### src/rtl/agts_pkg.sv
// Shared constants, register indexes and unit interface types of the temperature smoother.
package agts_pkg;

	localparam int TEMP_BITS  = 18;
	localparam int MAX_POWER  = 15;
	localparam int POW_W      = 4;
	localparam int GAIN_W     = 16;
	localparam int WID_W      = 18;
	localparam int CFG_IDX_W  = 3;
	localparam int CFG_DATA_W = 18;
	localparam int DIV_W      = WID_W;
	localparam int PROD_W     = GAIN_W + TEMP_BITS;
	localparam int CMP_W      = (TEMP_BITS > WID_W) ? TEMP_BITS : WID_W;
	localparam int CNT_W      = $clog2(MAX_POWER + 1);
	localparam int STUCK_DIFF = 100;

	localparam logic [POW_W-1:0]  RST_GAIN_POWER = POW_W'(7);
	localparam logic [GAIN_W-1:0] RST_GAIN_MIN   = GAIN_W'(10);
	localparam logic [GAIN_W-1:0] RST_GAIN_MAX   = GAIN_W'(1000);
	localparam logic [GAIN_W-1:0] RST_GAIN_SCALE = GAIN_W'(1000);
	localparam logic [WID_W-1:0]  RST_RISE_WIDTH = WID_W'(5000);
	localparam logic [WID_W-1:0]  RST_FALL_WIDTH = WID_W'(15000);

	localparam logic [CFG_IDX_W-1:0] REG_GAIN_POWER = CFG_IDX_W'(0);
	localparam logic [CFG_IDX_W-1:0] REG_GAIN_MIN   = CFG_IDX_W'(1);
	localparam logic [CFG_IDX_W-1:0] REG_GAIN_MAX   = CFG_IDX_W'(2);
	localparam logic [CFG_IDX_W-1:0] REG_GAIN_SCALE = CFG_IDX_W'(3);
	localparam logic [CFG_IDX_W-1:0] REG_RISE_WIDTH = CFG_IDX_W'(4);
	localparam logic [CFG_IDX_W-1:0] REG_FALL_WIDTH = CFG_IDX_W'(5);

	// Request to the shared multiply-divide unit: quotient = a * b / d.
	typedef struct packed {
		logic              start;
		logic [GAIN_W-1:0] a;
		logic [TEMP_BITS-1:0] b;
		logic [DIV_W-1:0]  d;
	} md_req_t;

	typedef struct packed {
		logic              busy;
		logic              done;
		logic [PROD_W-1:0] quo;
	} md_rsp_t;

endpackage

### src/rtl/agts_muldiv.sv
// Shared multiply then restoring divide unit, one quotient bit per cycle.
module agts_muldiv (
	input  logic              clk,
	input  logic              arst_n,
	input  agts_pkg::md_req_t req,
	output agts_pkg::md_rsp_t rsp
);
	import agts_pkg::*;

	localparam int ITER_W = $clog2(PROD_W + 1);

	logic              busy_q;
	logic              done_q;
	logic [ITER_W-1:0] iter_q;
	logic [PROD_W-1:0] quo_q;
	logic [DIV_W-1:0]  rem_q;
	logic [DIV_W-1:0]  div_q;
	logic [DIV_W:0]    trial;
	logic [DIV_W:0]    trial_sub;
	logic              fits;

	// The partial remainder always stays below the divisor, so it fits in DIV_W bits.
	always_comb begin
		trial     = {rem_q, quo_q[PROD_W-1]};
		fits      = (trial >= {1'b0, div_q});
		trial_sub = trial - {1'b0, div_q};
	end

	always_ff @(posedge clk or negedge arst_n) begin
		if (!arst_n) begin
			busy_q <= 1'b0;
			done_q <= 1'b0;
			iter_q <= '0;
		end else begin
			done_q <= 1'b0;
			if (req.start) begin
				busy_q <= 1'b1;
				iter_q <= ITER_W'(PROD_W);
			end else if (busy_q) begin
				iter_q <= iter_q - ITER_W'(1);
				if (iter_q == ITER_W'(1)) begin
					busy_q <= 1'b0;
					done_q <= 1'b1;
				end
			end
		end
	end

	always_ff @(posedge clk) begin
		if (req.start) begin
			quo_q <= PROD_W'(req.a) * PROD_W'(req.b);
			rem_q <= '0;
			div_q <= req.d;
		end else if (busy_q) begin
			rem_q <= fits ? trial_sub[DIV_W-1:0] : trial[DIV_W-1:0];
			quo_q <= {quo_q[PROD_W-2:0], fits};
		end
	end

	assign rsp.busy = busy_q;
	assign rsp.done = done_q;
	assign rsp.quo  = quo_q;

endmodule

### src/rtl/adaptive_gain_temperature_smoother.sv
// Top level of the adaptive-gain temperature smoother: sequencer, registers and result stage.
// The block keeps a running average of temperature samples (millidegrees), zero after reset,
// and moves it toward each new sample by a gain that grows with the distance between the two:
// gain = gain_min + (gain_max - gain_min) * (diff / width)^power, evaluated one factor at a
// time with truncating division, and new average = old + gain * (sample - old) / gain_scale,
// truncated toward zero and saturated to the signed sample range. All multiply and divide work
// runs through one shared unit that forms a product and then divides it restoring-style, one
// quotient bit per cycle; each pass yields 34 quotient bits, and both the request to the unit
// and its done strobe are registered. A sample makes p + 1 passes through the unit, where p is
// the effective power (0 counts as 1, capped at 15); when the gain clamps early (difference at
// least the width, or gain_max not above gain_min) only the final pass runs. A result still
// waiting in the output register holds the sequencer in its last state until it is taken.
// in_ready is high only while no sample is in work. The finished result sits in an output
// register until it is taken, and the running average is updated when that register is
// loaded. The stuck flag reports a difference of at least 100 that left the average unchanged.
// Configuration registers are written through cfg_we, cfg_index and cfg_data; writes to an
// index beyond the last register are ignored, and a zero width or a zero scale acts as one.
module adaptive_gain_temperature_smoother (
	input  logic                                 clk,
	input  logic                                 arst_n,
	input  logic                                 cfg_we,
	input  logic [agts_pkg::CFG_IDX_W-1:0]       cfg_index,
	input  logic [agts_pkg::CFG_DATA_W-1:0]      cfg_data,
	input  logic                                 in_valid,
	output logic                                 in_ready,
	input  logic signed [agts_pkg::TEMP_BITS-1:0] raw_temp,
	output logic                                 out_valid,
	input  logic                                 out_ready,
	output logic signed [agts_pkg::TEMP_BITS-1:0] new_average,
	output logic [agts_pkg::GAIN_W-1:0]          gain_used,
	output logic                                 rising,
	output logic                                 stuck
);
	import agts_pkg::*;

	localparam int SUM_W = PROD_W + 2;

	typedef enum logic [2:0] {
		ST_IDLE,
		ST_PREP,
		ST_POW_WAIT,
		ST_SCALE_WAIT,
		ST_FINISH
	} state_t;

	// Configuration registers.
	logic [POW_W-1:0]  gain_power_q;
	logic [GAIN_W-1:0] gain_min_q;
	logic [GAIN_W-1:0] gain_max_q;
	logic [GAIN_W-1:0] gain_scale_q;
	logic [WID_W-1:0]  rise_width_q;
	logic [WID_W-1:0]  fall_width_q;

	// Sequencer state and per-sample working registers.
	state_t                 state_q;
	logic signed [TEMP_BITS-1:0] avg_q;
	logic [TEMP_BITS-1:0]   diff_q;
	logic                   neg_q;
	logic                   rising_q;
	logic [WID_W-1:0]       width_q;
	logic [CNT_W-1:0]       pcnt_q;
	logic [GAIN_W-1:0]      gain_q;
	logic signed [TEMP_BITS-1:0] next_q;
	logic                   stuck_q;
	md_req_t                md_req_q;
	md_rsp_t                md_rsp;

	// Output register.
	logic                   out_valid_q;
	logic signed [TEMP_BITS-1:0] out_avg_q;
	logic [GAIN_W-1:0]      out_gain_q;
	logic                   out_rising_q;
	logic                   out_stuck_q;

	// Combinational helpers.
	logic signed [TEMP_BITS:0] delta;
	logic [TEMP_BITS:0]     delta_mag;
	logic                   delta_pos;
	logic [WID_W-1:0]       width_sel;
	logic [WID_W-1:0]       width_eff;
	logic [GAIN_W-1:0]      scale_eff;
	logic [DIV_W-1:0]       scale_div;
	logic [7:0]             pow_wide;
	logic [CNT_W-1:0]       pow_eff;
	logic                   early_clamp;
	logic [GAIN_W-1:0]      span;
	logic [GAIN_W-1:0]      multi;
	logic [GAIN_W:0]        gain_sum;
	logic [GAIN_W-1:0]      gain_next;
	logic signed [SUM_W-1:0] old_x;
	logic signed [SUM_W-1:0] step_x;
	logic signed [SUM_W-1:0] sum_x;
	logic signed [SUM_W-1:0] hi_x;
	logic signed [SUM_W-1:0] lo_x;
	logic signed [TEMP_BITS-1:0] next_sat;
	logic                   stuck_next;

	agts_muldiv u_muldiv (
		.clk    (clk),
		.arst_n (arst_n),
		.req    (md_req_q),
		.rsp    (md_rsp)
	);

	always_comb begin
		// Difference between the incoming sample and the running average.
		delta     = {raw_temp[TEMP_BITS-1], raw_temp} - {avg_q[TEMP_BITS-1], avg_q};
		delta_mag = delta[TEMP_BITS] ? (~delta + 1'b1) : delta;
		delta_pos = !delta[TEMP_BITS] && (delta != '0);
		width_sel = delta_pos ? rise_width_q : fall_width_q;
		width_eff = (width_sel == '0) ? WID_W'(1) : width_sel;

		scale_eff = (gain_scale_q == '0) ? GAIN_W'(1) : gain_scale_q;
		scale_div = DIV_W'(scale_eff);

		// Power of zero acts as one, and the power never exceeds the supported cap.
		pow_wide = 8'(gain_power_q);
		if (pow_wide == 8'd0) begin
			pow_wide = 8'd1;
		end
		if (pow_wide > 8'(MAX_POWER)) begin
			pow_wide = 8'(MAX_POWER);
		end
		pow_eff = CNT_W'(pow_wide);

		early_clamp = (gain_max_q <= gain_min_q) || (CMP_W'(diff_q) >= CMP_W'(width_q));
		span        = gain_max_q - gain_min_q;

		// Each factor is below one, so the running product never exceeds the span.
		multi     = md_rsp.quo[GAIN_W-1:0];
		gain_sum  = {1'b0, gain_min_q} + {1'b0, multi};
		gain_next = (gain_sum > {1'b0, gain_max_q}) ? gain_max_q : gain_sum[GAIN_W-1:0];

		// Apply the step with the sign of the difference, then saturate.
		old_x  = {{(SUM_W-TEMP_BITS){avg_q[TEMP_BITS-1]}}, avg_q};
		step_x = {2'b00, md_rsp.quo};
		sum_x  = neg_q ? (old_x - step_x) : (old_x + step_x);
		hi_x   = {{(SUM_W-TEMP_BITS+1){1'b0}}, {(TEMP_BITS-1){1'b1}}};
		lo_x   = ~hi_x;
		if (sum_x > hi_x) begin
			next_sat = hi_x[TEMP_BITS-1:0];
		end else if (sum_x < lo_x) begin
			next_sat = lo_x[TEMP_BITS-1:0];
		end else begin
			next_sat = sum_x[TEMP_BITS-1:0];
		end
		stuck_next = (CMP_W'(diff_q) >= CMP_W'(STUCK_DIFF)) && (next_sat == avg_q);
	end

	always_ff @(posedge clk or negedge arst_n) begin
		if (!arst_n) begin
			gain_power_q <= RST_GAIN_POWER;
			gain_min_q   <= RST_GAIN_MIN;
			gain_max_q   <= RST_GAIN_MAX;
			gain_scale_q <= RST_GAIN_SCALE;
			rise_width_q <= RST_RISE_WIDTH;
			fall_width_q <= RST_FALL_WIDTH;
		end else if (cfg_we) begin
			case (cfg_index)
				REG_GAIN_POWER: gain_power_q <= cfg_data[POW_W-1:0];
				REG_GAIN_MIN:   gain_min_q   <= cfg_data[GAIN_W-1:0];
				REG_GAIN_MAX:   gain_max_q   <= cfg_data[GAIN_W-1:0];
				REG_GAIN_SCALE: gain_scale_q <= cfg_data[GAIN_W-1:0];
				REG_RISE_WIDTH: rise_width_q <= cfg_data[WID_W-1:0];
				REG_FALL_WIDTH: fall_width_q <= cfg_data[WID_W-1:0];
				default: ;
			endcase
		end
	end

	// Sequencer: one clocked block holds the state, the unit requests and the result stage.
	always_ff @(posedge clk or negedge arst_n) begin
		if (!arst_n) begin
			state_q      <= ST_IDLE;
			avg_q        <= '0;
			diff_q       <= '0;
			neg_q        <= 1'b0;
			rising_q     <= 1'b0;
			width_q      <= '0;
			pcnt_q       <= '0;
			gain_q       <= '0;
			next_q       <= '0;
			stuck_q      <= 1'b0;
			md_req_q     <= '0;
			out_valid_q  <= 1'b0;
			out_avg_q    <= '0;
			out_gain_q   <= '0;
			out_rising_q <= 1'b0;
			out_stuck_q  <= 1'b0;
		end else begin
			md_req_q.start <= 1'b0;
			if (out_valid_q && out_ready) begin
				out_valid_q <= 1'b0;
			end
			case (state_q)
				ST_IDLE: begin
					if (in_valid) begin
						diff_q   <= delta_mag[TEMP_BITS-1:0];
						neg_q    <= delta[TEMP_BITS];
						rising_q <= delta_pos;
						width_q  <= width_eff;
						state_q  <= ST_PREP;
					end
				end
				ST_PREP: begin
					md_req_q.start <= 1'b1;
					md_req_q.b     <= diff_q;
					if (early_clamp) begin
						gain_q     <= gain_max_q;
						md_req_q.a <= gain_max_q;
						md_req_q.d <= scale_div;
						state_q    <= ST_SCALE_WAIT;
					end else begin
						pcnt_q     <= pow_eff;
						md_req_q.a <= span;
						md_req_q.d <= DIV_W'(width_q);
						state_q    <= ST_POW_WAIT;
					end
				end
				ST_POW_WAIT: begin
					if (md_rsp.done) begin
						md_req_q.start <= 1'b1;
						if (pcnt_q == CNT_W'(1)) begin
							gain_q     <= gain_next;
							md_req_q.a <= gain_next;
							md_req_q.d <= scale_div;
							state_q    <= ST_SCALE_WAIT;
						end else begin
							pcnt_q     <= pcnt_q - CNT_W'(1);
							md_req_q.a <= multi;
							state_q    <= ST_POW_WAIT;
						end
					end
				end
				ST_SCALE_WAIT: begin
					if (md_rsp.done) begin
						next_q  <= next_sat;
						stuck_q <= stuck_next;
						state_q <= ST_FINISH;
					end
				end
				ST_FINISH: begin
					// Hold the result until the output register is free.
					if (!out_valid_q || out_ready) begin
						out_valid_q  <= 1'b1;
						out_avg_q    <= next_q;
						out_gain_q   <= gain_q;
						out_rising_q <= rising_q;
						out_stuck_q  <= stuck_q;
						avg_q        <= next_q;
						state_q      <= ST_IDLE;
					end
				end
				default: begin
					state_q <= ST_IDLE;
				end
			endcase
		end
	end

	assign in_ready    = (state_q == ST_IDLE);
	assign out_valid   = out_valid_q;
	assign new_average = out_avg_q;
	assign gain_used   = out_gain_q;
	assign rising      = out_rising_q;
	assign stuck       = out_stuck_q;

`ifndef ASSERT_OFF
	// A new sample is only taken while the shared unit is quiet.
	a_ready_unit_idle: assert property (@(posedge clk) disable iff (!arst_n)
		in_ready |-> !md_rsp.busy)
		else $error("sample accepted while the multiply-divide unit is busy");

	// The unit only reports completion while the sequencer waits for it.
	a_done_expected: assert property (@(posedge clk) disable iff (!arst_n)
		md_rsp.done |-> (state_q == ST_POW_WAIT || state_q == ST_SCALE_WAIT))
		else $error("unexpected completion from the multiply-divide unit");

	// The applied gain never exceeds the configured maximum.
	a_gain_bounded: assert property (@(posedge clk) disable iff (!arst_n)
		out_valid_q |-> (out_gain_q <= gain_max_q))
		else $error("gain above gain_max");

	// A stuck result means the running average kept its value.
	a_stuck_avg: assert property (@(posedge clk) disable iff (!arst_n)
		(out_valid_q && out_stuck_q) |-> (out_avg_q == avg_q))
		else $error("stuck flag set but average moved");
`endif

endmodule
### config.mk
export PLATFORM = sky130hd
export DESIGN_NAME = adaptive_gain_temperature_smoother
export DESIGN_NICKNAME = d
export VERILOG_FILES = /design/src/rtl/agts_pkg.sv /design/src/rtl/agts_muldiv.sv /design/src/rtl/adaptive_gain_temperature_smoother.sv
export SDC_FILE = /design/constraint.sdc
export NUM_CORES = 2
export LEC_CHECK = 0
export ABC_AREA = 1
export BUFFER_PORTS_ARGS = -buffer_cell sky130_fd_sc_hd__buf_2
export CORE_MARGIN = 4
export CORE_UTILIZATION = 43
export CTS_BUF_LIST = sky130_fd_sc_hd__clkbuf_4
export DETAILED_ROUTE_END_ITERATION = 7
export PLACE_DENSITY = 0.65
export RECOVER_POWER = 25
export REMOVE_ABC_BUFFERS = 1
export SLEW_MARGIN = 25
export SYNTH_ARGS = -nofsm -noshare
export SYNTH_HDL_FRONTEND = slang
export SYNTH_SLANG_ARGS = --single-unit
### constraint.sdc
create_clock -name clk -period 11.9 [get_ports clk]
set_clock_uncertainty 0.15 [all_clocks]
set_input_delay 0.595 -clock clk [delete_from_list [all_inputs] [get_ports clk]]
set_output_delay 0.595 -clock clk [all_outputs]
set_load 0.005 [all_outputs]
==> run_results.csv <==
group,metric,value,unit
setup_path,startpoint_type,"flop",
sta,fin_ws,5.19,ns
status,result_of_the_run,"finished, violations left",
sta,finalMaxSlewViolations,117,
layout,postLayoutCoreUtil,0.472,
clock_tree,holdBufCountCts,19,
status,violations,"max-capacitance violations, max-slew violations",
synthesis,synth-async-reset-ratio,0.792,
floorplan,dieWidth,281,um
place,gp_congestion,0.998,
sta,worst_slew_margin_relative_to_its_limit,-1.69,
clock_tree,cts_setup_buffers,0,
synthesis,yosys_warnings,0,
synthesis,yosysUniqueCellTypes,68,
global_route,grt-ovfl-total,0,
global_route,via_count_of_the_first_global_routing_pass,27300,
clock_tree,postCtsResizedCells,0,
min_path,hold-path-cell-count,3,
clock_tree,cts-buffers-inserted,96,
synthesis,synthesis.area_per_instance,7.40,um^2
clock_tree,cts_htree_levels,3,
layout,post_route_cells_drive_above_1_share,0.0761,
sta,period_share,0.564,
synthesis,mappedNetlistArea,31900,um^2
place,io_buffers,81,
layout,mostFrequentLayoutCell,"sky130_fd_sc_hd__nand2_1",
place,dp_hpwl,74.0,mm
sta,grt_setup_unrepaired,"false",
clock_tree,tritoncts_num_sinks,336,
sta,maxClockFrequency,0.149,GHz
synthesis,postSynthCellCount,4318,
drt,detail_route.drc_violations,0,
clock_tree,clock_tree_from_tritoncts,"built",
layout,area_growth,8.36,%
synthesis,synth_edf_count,52,
setup_path,critical_path_peak_fanout,19,
sta,tightest_pin_transition,4.04,ns
drt,initialDrtViolationCount,2180,
sta,final_period_minus_worst_setup_slack,6.71,ns
setup_path,r2r.worst_path.cells,26,
drt,avgViaCountPerCell,5.18,
layout,nNetsFinal,4907,
synthesis,synth_seq_cells,336,
place,dp_slack,5.19,ns
drt,finalWirelength,94.3,mm
clock_tree,insertion_delay,0.87,ns
setup_path,worst_ep_arrival_time,7.16,ns
global_route,pin_count_of_the_biggest_net_entering_global_routing,70,
global_route,wire_length_of_the_first_global_routing_pass,150,mm
floorplan,placeableCoreArea,73300,um^2
drt,drt-wirelength-per-cell,17.3,um
floorplan,die_area,78700,um^2
sta,setup_total_negative_slack,0,ns
synthesis,seq_total_area_yosys,0.270,
global_route,groute.usage.overall,0.241,
drt,routed-via-count,28100,
run,max_cap_viol_count,2,
drt,antenna_left,0,
layout,layout.cell_area.non_filler,34600,um^2
drt,detailedRoute.firstPassIterationCount,6,
floorplan,initial_core_util,0.436,
sta,final-hold-violation-count,0,
floorplan,num_io_pins,82,
layout,final_cell_mix,"sky130_fd_sc_hd__nand2_1 (1251), sky130_fd_sc_hd__inv_1 (763), sky130_fd_sc_hd__o21ai_0 (366), sky130_fd_sc_hd__nor2_1 (249), sky130_fd_sc_hd__ha_1 (249)",
place,placed_cell_area,33100,um^2
min_path,worstHoldPathType,"input pin to flop",
clock_tree,clock_pin_slew_on_the_worst_setup_and_hold_paths,0.06,ns
global_route,antenna_found_initial,2,
clock_tree,buffer_levels_on_the_longest_clock_path,3,
setup_path,timing.critical_path.to_type,"flop",
clock_tree,cts_root_buf,"sky130_fd_sc_hd__clkbuf_4",
setup_path,cp.required,12.34,ns
setup_path,timing_worst_setup_path_type,"flop to flop",
floorplan,die_height,281,um
sta,final-setup-viol-count,0,
floorplan,placement_rows,99,
synthesis,synth_ff_type,"sky130_fd_sc_hd__dfrtp_1",
[cell type report]
type / instances / area [um^2]
flip-flops and latches: 336 / 8620
clock inverters: 30 / 168
inverters: 770 / 2890
multi-input cells: 3061 / 19800
diodes: 4 / 10.0
repair buffers: 122 / 752
clock buffers: 151 / 1130
well taps: 959 / 1200
fillers: 7487 / 38700
[final timing paths]
| kind | start | endpoint | slack, ns |
|---|---|---|---|
| max in group asynchronous | arst_n | md_req_q[52] | 7.48 |
| setup reg to reg | md_req_q[42] | u_muldiv.quo_q[29] | 5.19 |
| min in group asynchronous | arst_n | gain_used[11] | 1.54 |
| hold reg to reg | md_req_q[16] | u_muldiv.div_q[16] | 0.30 |
| hold / removal | cfg_data[3] | rise_width_q[3] | 0.07 |
| setup / recovery | md_req_q[42] | u_muldiv.quo_q[29] | 5.19 |
[Yosys cell counts, types with 8 or more instances]
cell type	instances	area share
sky130_fd_sc_hd__nand2_1	1252	0.15
sky130_fd_sc_hd__inv_1	763	0.090
sky130_fd_sc_hd__o21ai_0	366	0.057
sky130_fd_sc_hd__nor2_1	250	0.029
sky130_fd_sc_hd__ha_1	249	0.098
sky130_fd_sc_hd__dfrtp_1	237	0.19
sky130_fd_sc_hd__fa_1	227	0.14
sky130_fd_sc_hd__a21oi_1	170	0.027
sky130_fd_sc_hd__clkbuf_1	135	0.016
sky130_fd_sc_hd__nand3_1	128	0.020
sky130_fd_sc_hd__xor2_1	100	0.027
sky130_fd_sc_hd__edfxtp_1	52	0.049
sky130_fd_sc_hd__xnor2_1	42	0.012
sky130_fd_sc_hd__nor3_1	36	0.0056
sky130_fd_sc_hd__nand4_1	34	0.0067
sky130_fd_sc_hd__dfstp_2	29	0.024
sky130_fd_sc_hd__o21bai_1	21	0.0049
sky130_fd_sc_hd__o22ai_1	21	0.0041
sky130_fd_sc_hd__dfxtp_1	18	0.011
sky130_fd_sc_hd__nor4_1	17	0.0033
sky130_fd_sc_hd__a31oi_1	16	0.0031
sky130_fd_sc_hd__o211ai_1	15	0.0035
sky130_fd_sc_hd__nand2_2	10	0.0020
sky130_fd_sc_hd__nor2_2	9	0.0018
sky130_fd_sc_hd__o21ai_1	9	0.0014
sky130_fd_sc_hd__a21o_1	8	0.0019
sky130_fd_sc_hd__buf_1	8	0.00094
sky130_fd_sc_hd__o2111ai_1	8	0.0022
[worst max-delay path, cell delays in order (launching register included)]
cell and delay [ns]:
sky130_fd_sc_hd__dfrtp_1 0.83, sky130_fd_sc_hd__nand2_1 0.17, sky130_fd_sc_hd__fa_1 0.57, sky130_fd_sc_hd__inv_1 0.06, sky130_fd_sc_hd__fa_1 0.47, sky130_fd_sc_hd__ha_1 0.23
sky130_fd_sc_hd__fa_1 0.53, sky130_fd_sc_hd__inv_1 0.05, sky130_fd_sc_hd__fa_1 0.47, sky130_fd_sc_hd__fa_1 0.54, sky130_fd_sc_hd__inv_1 0.04, sky130_fd_sc_hd__ha_1 0.34
sky130_fd_sc_hd__a21o_1 0.19, sky130_fd_sc_hd__o21bai_1 0.18, sky130_fd_sc_hd__nand3_1 0.10, sky130_fd_sc_hd__nand2_1 0.08, sky130_fd_sc_hd__nand2_1 0.07, sky130_fd_sc_hd__nand2_1 0.08
sky130_fd_sc_hd__nand2_1 0.08, sky130_fd_sc_hd__nand2_1 0.11, sky130_fd_sc_hd__a21boi_1 0.29, sky130_fd_sc_hd__nor2_1 0.08, sky130_fd_sc_hd__nand2_1 0.06, sky130_fd_sc_hd__nand3_1 0.09
sky130_fd_sc_hd__a21boi_1 0.34, sky130_fd_sc_hd__xor2_1 0.18, sky130_fd_sc_hd__o21ai_1 0.07
[stage by stage]
step / cells / hold WS [ns]
global route: 5433 / 0.0263
detailed placement: 5229 / 0.280
CTS: 5429 / 0.00433
floorplan: 4167 / 0.149
global placement: 5229 / 0.283
finish: 5433 / 0.0668
[routing by layer]
layer  GRT usage  vias to the layer above  wire, um
li1            -                    13800         -
met1       0.330                    13300     42000
met2       0.391                      917     43000
met3      0.0408                      150      6400
met4      0.0759                        0      2790
met5           0                        -         0
[flip-flops by register name (all words and copies together), names as in the netlist, 18 cells and up]
| signal | flops |
|---|---|
| width_q | 18 |
| u_muldiv.quo_q | 34 |
| u_muldiv.rem_q | 18 |
| md_req_q | 53 |
| rise_width_q | 18 |
| diff_q | 18 |
| new_average | 18 |
| u_muldiv.div_q | 18 |
| fall_width_q | 18 |
| next_q | 18 |
[logic make-up after synthesis]
family,count (synthesis),share of synthesized area
adders and majority gates,476,0.240
buffers and inverters,921,0.110
xor gates and xnor gates,145,0.0408
muxes,2,0.000705
AOI/OAI and AO/OA,682,0.118
DFF,336,0.270
and+or+nand+nor,1756,0.222
Power is not shown: default switching activity piles up to over one toggle a cycle in this logic, so the estimate is an artifact.
